==> src/hw/rtl/sfd_pkg.sv <==
// ----------------------------------------------------------------------------
// sfd_pkg: shared types and constants of the six-axis serial frame decoder
// Frame lead bytes, frame lengths, button remap table and the control word
// between the sequencer and the nibble unit.
// ----------------------------------------------------------------------------
package sfd_pkg;

    localparam int BUFFER_DEPTH_DEF = 64;

    localparam logic [7:0] CH_CR     = 8'h0D;
    localparam logic [7:0] CH_MOTION = 8'h64;   // 'd'
    localparam logic [7:0] CH_KEYS   = 8'h6B;   // 'k'

    localparam int MOTION_LEN   = 26;
    localparam int KEYS_LEN_MIN = 5;
    localparam int KEYS_LEN_MAX = 7;

    // nibbles of a motion frame: six axes of four
    localparam int NIB_COUNT = 24;
    localparam int ACC_W     = 4 * NIB_COUNT;
    localparam int AXIS_W    = 16;
    localparam int MAP_W     = 48;
    localparam int KNIB_W    = 3;

    localparam logic KIND_MOTION = 1'b0;
    localparam logic KIND_KEYS   = 1'b1;

    localparam int MAP_LEN = 19;
    localparam logic [5:0] BTN_MAP [MAP_LEN] = '{
        6'd12, 6'd13, 6'd14, 6'd15, 6'd22, 6'd25, 6'd23, 6'd24, 6'd0, 6'd1,
        6'd2, 6'd4, 6'd5, 6'd8, 6'd26, 6'd3, 6'd6, 6'd7, 6'd9
    };

    typedef struct packed {
        logic              shift;      // shift one nibble into the accumulator
        logic [KNIB_W-1:0] key_nibs;   // data nibbles of a button frame
    } t_unit_ctl;

endpackage

==> src/hw/rtl/sfd_nib_unit.sv <==
// ----------------------------------------------------------------------------
// sfd_nib_unit: shared nibble accumulator
// Collects frame nibbles one per cycle while shift is set in a shift register
// and forms the six axis words and the remapped button word from it.
// ----------------------------------------------------------------------------
module sfd_nib_unit
    import sfd_pkg::*;
(
    input  logic              i_clk,
    input  t_unit_ctl         i_ctl,
    input  logic [3:0]        i_nib,
    output logic [AXIS_W-1:0] o_axis0,
    output logic [AXIS_W-1:0] o_axis1,
    output logic [AXIS_W-1:0] o_axis2,
    output logic [AXIS_W-1:0] o_axis3,
    output logic [AXIS_W-1:0] o_axis4,
    output logic [AXIS_W-1:0] o_axis5,
    output logic [MAP_W-1:0]  o_keys
);

    logic [ACC_W-1:0] r_acc;

    always_ff @(posedge i_clk) begin
        if (i_ctl.shift) begin
            r_acc <= {r_acc[ACC_W-5:0], i_nib};
        end
    end

    // first nibble ends up most significant; bit 15 flip removes the offset
    assign o_axis0 = r_acc[ACC_W-1    -: AXIS_W] ^ 16'h8000;
    assign o_axis1 = r_acc[ACC_W-17   -: AXIS_W] ^ 16'h8000;
    assign o_axis2 = r_acc[ACC_W-33   -: AXIS_W] ^ 16'h8000;
    assign o_axis3 = r_acc[ACC_W-49   -: AXIS_W] ^ 16'h8000;
    assign o_axis4 = r_acc[ACC_W-65   -: AXIS_W] ^ 16'h8000;
    assign o_axis5 = r_acc[ACC_W-81   -: AXIS_W] ^ 16'h8000;

    // button nibble j sits at r_acc[ACC_W-1-4j -: 4], LSB first in raw order
    always_comb begin
        o_keys = '0;
        for (int i = 0; i < MAP_LEN; i++) begin
            if ((KNIB_W'(i >> 2) < i_ctl.key_nibs) &&
                r_acc[ACC_W - 4 - 4 * (i >> 2) + (i & 3)]) begin
                o_keys[BTN_MAP[i]] = 1'b1;
            end
        end
    end

endmodule

==> src/hw/rtl/six_axis_serial_frame_decoder_core.sv <==
// ----------------------------------------------------------------------------
// six_axis_serial_frame_decoder_core: serial six-axis frame decoder
// Stores received bytes in a ring, and on a carriage return decodes a motion
// ('d') or button ('k') frame into one report word.
// ----------------------------------------------------------------------------
//
//  channel  | direction | handshake                  | payload
//  ---------+-----------+----------------------------+---------------------------
//  rx       | in        | i_in_valid / o_in_stall    | i_rx_byte
//  report   | out       | o_out_valid / i_out_stall  | o_report_kind, six axes,
//           |           |                            | o_button_map
//
//  Ordinary bytes are written to the ring and the block is ready again at
//  once. A carriage return is written, then entries 0..24 are read through
//  the single read port of the ring (S_READ), the registered read data drains
//  (S_DRAIN) and the report register is loaded (S_DONE); new bytes stall meanwhile.
//  Reset (i_rst_n low, synchronous) clears the ring index, the sequencer and
//  the report valid; ring contents are not cleared.
//  A report waiting in the output register does not block new bytes; only a
//  second finished report waits in the last state until the first is taken.
// ----------------------------------------------------------------------------
module six_axis_serial_frame_decoder_core
    import sfd_pkg::*;
#(
    parameter int BUFFER_DEPTH = BUFFER_DEPTH_DEF
) (
    input  logic                     i_clk,
    input  logic                     i_rst_n,
    // rx byte channel
    input  logic                     i_in_valid,
    output logic                     o_in_stall,
    input  logic [7:0]               i_rx_byte,
    // report channel
    output logic                     o_out_valid,
    input  logic                     i_out_stall,
    output logic                     o_report_kind,
    output logic signed [AXIS_W-1:0] o_trans_x,
    output logic signed [AXIS_W-1:0] o_trans_y,
    output logic signed [AXIS_W-1:0] o_trans_z,
    output logic signed [AXIS_W-1:0] o_rot_x,
    output logic signed [AXIS_W-1:0] o_rot_y,
    output logic signed [AXIS_W-1:0] o_rot_z,
    output logic [MAP_W-1:0]         o_button_map
);

    localparam int AW = $clog2(BUFFER_DEPTH);

    typedef enum logic [3:0] {
        S_IDLE  = 4'b0001,
        S_READ  = 4'b0010,
        S_DRAIN = 4'b0100,
        S_DONE  = 4'b1000
    } t_state;

    // ring and index
    logic [7:0]    r_ring [BUFFER_DEPTH];
    logic [AW-1:0] r_idx;
    logic [AW-1:0] n_idx;
    logic [AW-1:0] idx_inc;

    // sequencer
    t_state        r_state;
    t_state        n_state;
    logic [AW-1:0] r_len;        // wrapped index after the carriage return
    logic [AW-1:0] r_addr;       // read address
    logic [7:0]    r_rd_data;
    logic          r_rd_vld;
    logic          r_rd_first;   // read data is entry 0, the lead byte
    logic [7:0]    r_lead;

    // report register
    logic              r_out_vld;
    logic              r_out_kind;
    logic [AXIS_W-1:0] r_tx, r_ty, r_tz, r_rx, r_ry, r_rz;
    logic [MAP_W-1:0]  r_map;

    logic in_acc;
    logic out_acc;
    logic motion_ok;
    logic keys_ok;
    logic load;

    t_unit_ctl         unit_ctl;
    logic [AXIS_W-1:0] ax0, ax1, ax2, ax3, ax4, ax5;
    logic [MAP_W-1:0]  keys;

    assign o_in_stall = (r_state != S_IDLE);
    assign in_acc     = i_in_valid && !o_in_stall;
    assign out_acc    = r_out_vld && !i_out_stall;

    assign idx_inc = (r_idx == AW'(BUFFER_DEPTH - 1)) ? '0 : r_idx + AW'(1);

    // frame checks on the captured lead byte and the wrapped length
    assign motion_ok = (r_lead == CH_MOTION) && (r_len == AW'(MOTION_LEN));
    assign keys_ok   = (r_lead == CH_KEYS) &&
                       (r_len >= AW'(KEYS_LEN_MIN)) && (r_len <= AW'(KEYS_LEN_MAX));

    // a good frame loads when the report register is free or draining
    assign load = (r_state == S_DONE) && (motion_ok || keys_ok) &&
                  (!r_out_vld || !i_out_stall);

    // ring write and registered read
    always_ff @(posedge i_clk) begin
        if (in_acc) begin
            r_ring[r_idx] <= i_rx_byte;
        end
        r_rd_data <= r_ring[r_addr];
    end

    always_comb begin
        n_state = r_state;
        n_idx   = r_idx;
        unique case (r_state)
            S_IDLE: begin
                if (in_acc) begin
                    n_idx = (i_rx_byte == CH_CR) ? '0 : idx_inc;
                    if (i_rx_byte == CH_CR) begin
                        n_state = S_READ;
                    end
                end
            end
            S_READ: begin
                if (r_addr == AW'(NIB_COUNT)) begin
                    n_state = S_DRAIN;
                end
            end
            S_DRAIN: begin
                n_state = S_DONE;
            end
            S_DONE: begin
                if (!(motion_ok || keys_ok) || load) begin
                    n_state = S_IDLE;
                end
            end
            default: begin
                n_state = S_IDLE;
            end
        endcase
    end

    always_ff @(posedge i_clk) begin
        if (!i_rst_n) begin
            r_state    <= S_IDLE;
            r_idx      <= '0;
            r_addr     <= '0;
            r_rd_vld   <= 1'b0;
            r_rd_first <= 1'b0;
            r_out_vld  <= 1'b0;
        end else begin
            r_state    <= n_state;
            r_idx      <= n_idx;
            r_rd_vld   <= (r_state == S_READ);
            r_rd_first <= (r_state == S_READ) && (r_addr == '0);
            if (r_state == S_READ) begin
                r_addr <= r_addr + AW'(1);
            end else begin
                r_addr <= '0;
            end
            if (load) begin
                r_out_vld <= 1'b1;
            end else if (out_acc) begin
                r_out_vld <= 1'b0;
            end
        end
    end

    // payload registers
    always_ff @(posedge i_clk) begin
        if (in_acc && (i_rx_byte == CH_CR)) begin
            r_len <= idx_inc;
        end
        if (r_rd_vld && r_rd_first) begin
            r_lead <= r_rd_data;
        end
        if (load) begin
            r_out_kind <= motion_ok ? KIND_MOTION : KIND_KEYS;
            r_tx       <= motion_ok ? ax0 : '0;
            r_ty       <= motion_ok ? ax1 : '0;
            r_tz       <= motion_ok ? ax2 : '0;
            r_rx       <= motion_ok ? ax4 : '0;
            r_ry       <= motion_ok ? (AXIS_W'(0) - ax3) : '0;
            r_rz       <= motion_ok ? (AXIS_W'(0) - ax5) : '0;
            r_map      <= motion_ok ? '0 : keys;
        end
    end

    // entries 1..24 shift in as nibbles; entry 0 is the lead byte
    assign unit_ctl.shift    = r_rd_vld && !r_rd_first;
    assign unit_ctl.key_nibs = KNIB_W'(r_len - AW'(2));

    sfd_nib_unit u_nib (
        .i_clk   (i_clk),
        .i_ctl   (unit_ctl),
        .i_nib   (r_rd_data[3:0]),
        .o_axis0 (ax0),
        .o_axis1 (ax1),
        .o_axis2 (ax2),
        .o_axis3 (ax3),
        .o_axis4 (ax4),
        .o_axis5 (ax5),
        .o_keys  (keys)
    );

    assign o_out_valid   = r_out_vld;
    assign o_report_kind = r_out_kind;
    assign o_trans_x     = $signed(r_tx);
    assign o_trans_y     = $signed(r_ty);
    assign o_trans_z     = $signed(r_tz);
    assign o_rot_x       = $signed(r_rx);
    assign o_rot_y       = $signed(r_ry);
    assign o_rot_z       = $signed(r_rz);
    assign o_button_map  = r_map;

    // a carriage return always starts a decode pass
    a_cr_starts: assert property (@(posedge i_clk) disable iff (!i_rst_n)
        (in_acc && (i_rx_byte == CH_CR)) |=> (r_state == S_READ))
        else $error("carriage return did not start decode");

    // the index is back at zero for the whole decode pass
    a_idx_zero: assert property (@(posedge i_clk) disable iff (!i_rst_n)
        (r_state != S_IDLE) |-> (r_idx == '0))
        else $error("ring index not cleared during decode");

    // a report is only loaded from the final state
    a_load_src: assert property (@(posedge i_clk) disable iff (!i_rst_n)
        $rose(r_out_vld) |-> ($past(r_state) == S_DONE))
        else $error("report loaded outside final state");

    // read address stops one past the last motion nibble
    a_addr_rng: assert property (@(posedge i_clk) disable iff (!i_rst_n)
        r_addr <= AW'(NIB_COUNT + 1))
        else $error("read address out of range");

endmodule
==> config.mk <==
export PLATFORM = sky130hd
export DESIGN_NAME = six_axis_serial_frame_decoder_core
export DESIGN_NICKNAME = d
export VERILOG_FILES = /design/src/hw/rtl/sfd_pkg.sv /design/src/hw/rtl/sfd_nib_unit.sv /design/src/hw/rtl/six_axis_serial_frame_decoder_core.sv
export SDC_FILE = /design/constraint.sdc
export NUM_CORES = 1
export LEC_CHECK = 0
export ABC_CLOCK_PERIOD_IN_PS = 9100
export BUFFER_PORTS_ARGS = -buffer_cell sky130_fd_sc_hd__buf_2
export CORE_MARGIN = 10
export CORE_UTILIZATION = 40
export CTS_CLUSTER_SIZE = 24
export DETAILED_ROUTE_END_ITERATION = 16
export HOLD_SLACK_MARGIN = 0.02
export PLACE_DENSITY = 0.63
export SYNTH_ARGS = -nofsm -noshare
export SYNTH_HDL_FRONTEND = slang
export SYNTH_SLANG_ARGS = --single-unit
==> constraint.sdc <==
create_clock -name i_clk -period 9.1 [get_ports i_clk]
set_input_delay 1.82 -clock i_clk [delete_from_list [all_inputs] [get_ports i_clk]]
set_output_delay 1.82 -clock i_clk [all_outputs]
set_load 0.1 [all_outputs]
==> metrics.md, run 1 <==
| Metric | Value |
|---|---|
| Fin crit share | `0.405` |
| Seq/Total Area, Yosys | `0.775` |
| Adder-cell share of the synthesized area | `0.00342` |
| Ys flop type | `edfxtp_1` |
| CP Capture Type | `output pin` |
| Full die area | `0.0844 mm²` |
| Cts repair resizes | `0` |
| Vias in the first global route | `14900` |
| Synth Area in Simple Gates | `0.0655` |
| CP max stage delay | `0.43 ns` |
| Setup TNS | `0 ns` |
| Number of clock sinks | `765` |
| Fin nets | `1714` |
| Fin. Hold Viols | `0` |
| Per-cell routed wire length | `24.5 µm` |
| Most frequent cells after synthesis | `edfxtp_1 (738), nor2_1 (128), mux4_2 (122), and3_1 (74), nand2_1 (55)` |
| Post-Syn Area | `0.0293 mm²` |
| PortBufs | `129` |
| H-tree depth | `3` |
| Slowest CP cell | `dfxtp_1` |
| CP startpoint | `r_state[0]$_SDFFE_PN1P_` |
| Largest net degree at the start of global routing | `68` |
| Ys Warns | `0` |
| Ys async rst share | `0` |
| Starting Density | `0.403` |
| Status | `finished clean` |
| Initial antenna violation count | `2` |
| CP required | `7.28 ns` |
| Remaining Overflow, GRT | `0` |
| Synthesis-to-layout area growth | `13.6%` |
| CP endpoint | `o_in_stall` |
| Post-synth EDFFs | `738` |
| Cell with the most instances after synthesis | `edfxtp_1` |
| Gpl congestion | `0.853` |
| Yosys reg bits | `765` |
| Max Cap Violations | `0` |
| Clk slew on worst S/H paths | `0.06 ns` |
| Post-Syn Instances | `1538` |
| Antenna viol nets, final | `0` |
| Max VDD drop | `151 µV` |
| Worst skew pair latency | `0.61 ns` |
| First-pass GRT wire length | `99.2 mm` |
| Reg2reg setup slack | `5.51 ns` |
| Avg Cell Area, Syn | `19.0 µm²` |
| WS Path Type | `reg -> out` |
| Layout cells sized above 1 | `0.239` |
| Mux contribution to synthesized area | `0.0998` |
| Clk buf depth | `3` |
| Slew headroom | `0.348` |
| Power per cell area | `220 mW/mm²` |
| Largest family of logic cells by synthesized area | `multiplexers` |
| Num CTS Buffers | `72` |
| I/O pin count | `159` |
| Filler Cell Count | `6128` |
| Reg2Reg Depth | `7` |
| XOR/XNOR Fraction of Synth Area | `0.00987` |
| CP Launch Type | `register` |
| First-pass detailed-route iteration total | `5` |
| Final Skew | `0.0195 ns` |
| CP cell instances | `nor4b_4 -> inv_1 -> buf_2` |
| Gr usage total | `0.155` |
| Final Critical Period | `3.69 ns` |
| RSZ-0062 raised after global routing | `no` |
| CTS tree | `done` |
| Reg2reg end | `o_rot_z[10]$_SDFFCE_PP0P_` |
| Area leader, netlist | `edfxtp_1` |
| Worst slew pin tran | `0.977 ns` |
| Die height | `291 µm` |
| Max FO, Critical Path | `6` |
| Leak | `10.3 nW` |
| Fmax | `271 MHz` |
| Worst r2r src | `r_len[5]$_DFFE_PP_` |
| Post-route DRC | `0` |
| Synth cell types | `60` |
| Post-synth top area share | `0.757` |
| Final setup fails | `0` |
| Vias per cell | `5.41` |
| Synth Area in Compound Gates | `0.0239` |
| Core ar. | `0.0727 mm²` |
| Final Routed Wirelength | `66.4 mm` |
| DP HPWL | `41.6 mm` |
| # rows | `99` |
| Final slew viol count | `0` |
| CTS hold repair buffers | `0` |
| Number of DRC markers in iteration 0 | `1498` |
| Postcts setup bufs | `0` |
| CP arrival | `1.87 ns` |
| Leading post-synthesis cells by cell area | `edfxtp_1 (76%), mux4_2 (9.4%), dfxtp_1 (1.8%)` |
| Root Buffer | `clkbuf_16` |
| Vias | `14700` |
| Hold WC Path Type | `reg -> reg` |
| WHS | `0.438 ns` |
| Chip width | `291 µm` |
-- logic make-up after synthesis --
group,count (synthesis)
AOI/OAI and AO/OA,101
xor gates and xnor gates,33
adders and majority gates,8
buffers and inverters,117
DFF,765
muxes,138
other,1
and+or+nand+nor,375
-- routing by layer --
layer / vias to the layer above / global-route usage / wire, µm
met5: - / 0 / 0
met4: 0 / 0.0488 / 1910
met3: 122 / 0.0432 / 5630
met2: 647 / 0.241 / 30800
met1: 7524 / 0.209 / 28000
li1: 6384 / - / -
-- area by class of cell --
cell class                      count  area [µm²]  share of cell area
Sequential cell                   765       22700               0.683
Timing Repair Buffer              157         856              0.0257
Tap cell                          959        1200              0.0361
Antenna cell                        1        2.50           0.0000753
Clock buffer                       88        1950              0.0585
Clock inverter                     44         410              0.0123
Inverter                           14        52.6             0.00158
Multi-Input combinational cell    684        6070               0.183
-- worst min path at each step --
| stage | startpoint | endpoint | slack [ns] | depth (start not counted) |
|---|---|---|---|---|
| 2_1_floorplan | r_rd_data[4]$_DFF_P_ | r_lead[4]$_DFFE_PP_ | 0.39 | 0 |
| 3_3_place_gp | r_rd_data[7]$_DFF_P_ | r_lead[7]$_DFFE_PP_ | 0.40 | 0 |
| 3_5_place_dp | r_rd_data[7]$_DFF_P_ | r_lead[7]$_DFFE_PP_ | 0.42 | 0 |
| 4_1_cts | r_rd_data[7]$_DFF_P_ | r_lead[7]$_DFFE_PP_ | 0.43 | 0 |
| 5_1_grt | r_rd_data[7]$_DFF_P_ | r_lead[7]$_DFFE_PP_ | 0.43 | 0 |
| 6_report | r_rd_data[7]$_DFF_P_ | r_lead[7]$_DFFE_PP_ | 0.44 | 0 |
-- state kept, by name, indices dropped and copies added (netlist names), 4 cells and up --
signal        count
o_button_map     19
o_rot_x          16
o_rot_y          16
o_rot_z          16
o_trans_x        16
o_trans_y        16
o_trans_z        16
r_addr            6
r_idx             6
r_lead            8
r_len             6
r_rd_data         8
r_ring          512
r_state           4
u_nib.r_acc      96
-- critical path: cells and delay by family, from the launching register on --
kind	cells	cell delay, ns
AND/OR/NAND/NOR	1	0.40
flip-flops	1	0.43
buffers and inverters	2	0.40
-- placed cells by master (no fill, tap or decap), types with 16 or more instances in the layout --
cell type	count
edfxtp_1	738
a22oi_1	46
mux4_2	122
clkbuf_16	75
buf_2	129
and3_1	74
nor2b_1	16
conb_1	29
dfxtp_1	25
nand3_1	28
nand2_1	55
xor2_1	16
xnor2_1	17
buf_4	28
nor2_1	126
clkinv_2	20
-- per-stage QoR --
| stage | setup slack, ns | area, µm² | total power [mW] | util | instances |
|---|---|---|---|---|---|
| after CTS | 5.41 | 33200 | 7.38 | 0.457 | 2711 |
| after floorplan | 1.04 | 29400 | 4.27 | - | 1566 |
| final | 5.41 | 33200 | 7.33 | 0.457 | 2712 |
| after global placement | 4.87 | 30900 | 4.40 | 0.425 | 2579 |
| after detailed placement | 4.86 | 30900 | 4.41 | 0.425 | 2579 |
| after global routing | 5.26 | 33200 | 7.56 | 0.457 | 2711 |
-- power breakdown --
group	internal [mW]	leakage, nW	switching (mW)
Combinational	0.0926	2.52	0.279
Sequential	3.91	6.66	0.0514
Clock	1.73	1.17	1.26
Total	5.73	10.3	1.60
Power figures use the tool's default switching activity.
==> run 2, diff against run 1 <==
ABC_AREA = 1   (was unset)
ABC_CLOCK_PERIOD_IN_PS = 3490   (was 9100)
clock period = 3.49 ns   (was 9.1 ns; I/O delays follow)
==> metrics.md, run 2 <==
| Metric | Value |
|---|---|
| CP cell instances | `inv_1 -> nand2_1 -> nor3_4 -> nand2_4 -> nor2_4 -> nand2_1 -> nor2_1` |
| Final instance area | `0.0358 mm²` |
| DP HPWL | `45.7 mm` |
| Synthesis-to-layout area growth | `12.9%` |
| RSZ-0062 raised after global routing | `no` |
| Chip width | `302 µm` |
| Antenna viol nets, final | `0` |
| CTS tree | `done` |
| Per-cell routed wire length | `18.2 µm` |
| Largest net degree at the start of global routing | `127` |
| Final worst slack | `0.736 ns` |
| Cell with the most instances after synthesis | `nand2_1` |
| Final cell count without fillers | `4127` |
| Yosys reg bits | `765` |
| Initial antenna violation count | `0` |
| Vias per cell | `4.88` |
| CTS hold repair buffers | `0` |
| WS Path Type | `reg -> reg` |
| Leading post-synthesis cells by cell area | `edfxtp_1 (70%), nand2_1 (11%), inv_1 (4.4%)` |
| Die height | `302 µm` |
| Placed Instances | `3990` |
| CP required | `3.73 ns` |
| Ys flop type | `edfxtp_1` |
| Reg2reg setup slack | `0.74 ns` |
| Synth cell types | `38` |
| Clock power share | `0.413` |
| Fin crit share | `0.789` |
| CP arrival | `3.00 ns` |
| Slowest CP cell | `nor2_1` |
| PortBufs | `129` |
| Full die area | `0.0910 mm²` |
| Vias | `20100` |
| Avg Cell Area, Syn | `11.0 µm²` |
| Fin nets | `3039` |
| Comb pwr share | `0.067` |
| H-tree depth | `3` |
| Ys async rst share | `0` |
| Commonest non-fill, non-tap cell in the layout | `nand2_1` |
| Clk slew on worst S/H paths | `0.06 ns` |
| Post-Syn Instances | `2891` |
| Post-synth EDFFs | `738` |
| First-pass GRT wire length | `114 mm` |
| Area leader, netlist | `edfxtp_1` |
| Max reg flops | `512` |
| Final slew viol count | `0` |
| Sw frac | `0.226` |
| Max Cap Violations | `0` |
| CP most frequent cell | `nand2_1` |
| Top reg by flops | `r_ring` |
| Seq/Total Area, Yosys | `0.716` |
| CP startpoint | `r_state[3]$_SDFFE_PN0P_` |
| Fmax | `363 MHz` |
| Final core occ | `0.455` |
| Remaining Overflow, GRT | `0` |
| Hold Crit Start | `i_rst_n` |
| Post-Syn Area | `0.0317 mm²` |
| CP Launch Type | `register` |
| Starting Density | `0.403` |
| Setup slack at placement | `0.629 ns` |
| Post-route DRC | `0` |
| Max FO, Critical Path | `9` |
| Psw | `4.50 mW` |
| Number of clock sinks | `765` |
| Core ar. | `0.0787 mm²` |
| Final Skew | `0.0276 ns` |
| Root Buffer | `clkbuf_16` |
| Antenna cell count | `0` |
| Final Routed Wirelength | `75.2 mm` |
| Setup TNS | `0 ns` |
| Vias in the first global route | `19200` |
| Post-DP Area | `0.0333 mm²` |
| Worst skew pair latency | `0.62 ns` |
| Ys Warns | `0` |
| Post-route total power | `19.9 mW` |
| Num CTS Buffers | `77` |
| Postcts setup bufs | `0` |
| Most frequent cells after synthesis | `nand2_1 (915), edfxtp_1 (738), inv_1 (369), nor2_1 (309), nand3_1 (181)` |
| Post-synth top area share | `0.699` |
| # rows | `103` |
| Int Pwr | `15.4 mW` |
| WHS | `0.375 ns` |
| Flop pwr share | `0.520` |
| Gr usage total | `0.162` |
| Most frequent cells in the layout | `nand2_1 (914), edfxtp_1 (738), inv_1 (369), nor2_1 (305), nand3_1 (181)` |
| CP max stage delay | `0.75 ns` |
| Fin. Hold Viols | `0` |
| Cts repair resizes | `0` |
| Gpl congestion | `0.852` |
| Status | `finished clean` |
| Final Critical Period | `2.75 ns` |
| First-pass detailed-route iteration total | `5` |
| Leak | `14.0 nW` |
| Worst r2r src | `r_state[3]$_SDFFE_PN0P_` |
| I/O pin count | `159` |
| Final setup fails | `0` |
| Slew headroom | `0.313` |
| Layout cells sized above 1 | `0.0968` |
| Power per cell area | `556 mW/mm²` |
| CP Capture Type | `register` |
| Hold WC Path Type | `in -> reg` |
| Number of DRC markers in iteration 0 | `1852` |
| Clk buf depth | `3` |
| Worst slew pin tran | `1.03 ns` |
| Max VDD drop | `469 µV` |
run 2: changes by cell type after synthesis, sizes merged, moves of 49 or more:
cell   previous run  this run
and3             74         1
buf              59       124
inv              14       371
mux4            122         0
nand2            56       917
nand3            28       184
nor2            128       311
o21ai            14        63
run 2: path summary, 6_finish.rpt:
check | end | cells after the start
hold / removal | r_state[1]$_SDFFE_PN0P_ | 3
setup reg to reg | r_ring[52][4]$_DFFE_PP_ | 7
hold reg to reg | r_lead[4]$_DFFE_PP_ | 0
setup / recovery | r_ring[52][4]$_DFFE_PP_ | 7
run 2: cell type report:
type / instances / area, µm²
timing repair buffer: 165 / 1020
clock inverter: 38 / 382
inverter: 372 / 1400
tap: 1050 / 1310
fill: 7313 / 42900
sequential: 765 / 22700
clock buffer: 99 / 2130
multi-input combinational: 1638 / 6860
run 2: layer usage:
metal / track usage / vias to the layer above / share of wire
met5: 0 / - / 0
li1: - / 9638 / -
met2: 0.258 / 766 / 0.46
met3: 0.0288 / 121 / 0.078
met1: 0.226 / 9602 / 0.44
met4: 0.0396 / 0 / 0.023
run 2: worst max-delay path: cells and delay by family, from the launching register on:
kind | cells | cell delay (ns)
buffers and inverters | 1 | 0.09
and+or+nand+nor | 6 | 1.99
DFF | 1 | 0.31
run 2: cell families (layout without fill, tap and decap cells):
group / Yosys count / in the layout / synth area share
AO/OA/AOI/OAI: 125 / 125 / 0.0209
XOR/XNOR: 4 / 4 / 0.00110
adder cells (fa/ha/maj): 8 / 8 / 0.00316
buffers and inverters: 516 / 674 / 0.0724
flip-flops: 765 / 765 / 0.716
other: 1 / 29 / 0.000118
AND/OR/NAND/NOR: 1472 / 1472 / 0.187
run 2: power groups by stage:
stage / sequential, mW / combinational, mW / clock, mW
after global routing: 10.4 / 1.47 / 8.77
after floorplan: 10.5 / 0.952 / 0
after CTS: 10.4 / 1.34 / 8.36
after global placement: 10.5 / 1.32 / 0
final: 10.4 / 1.33 / 8.21
after detailed placement: 10.6 / 1.33 / 0
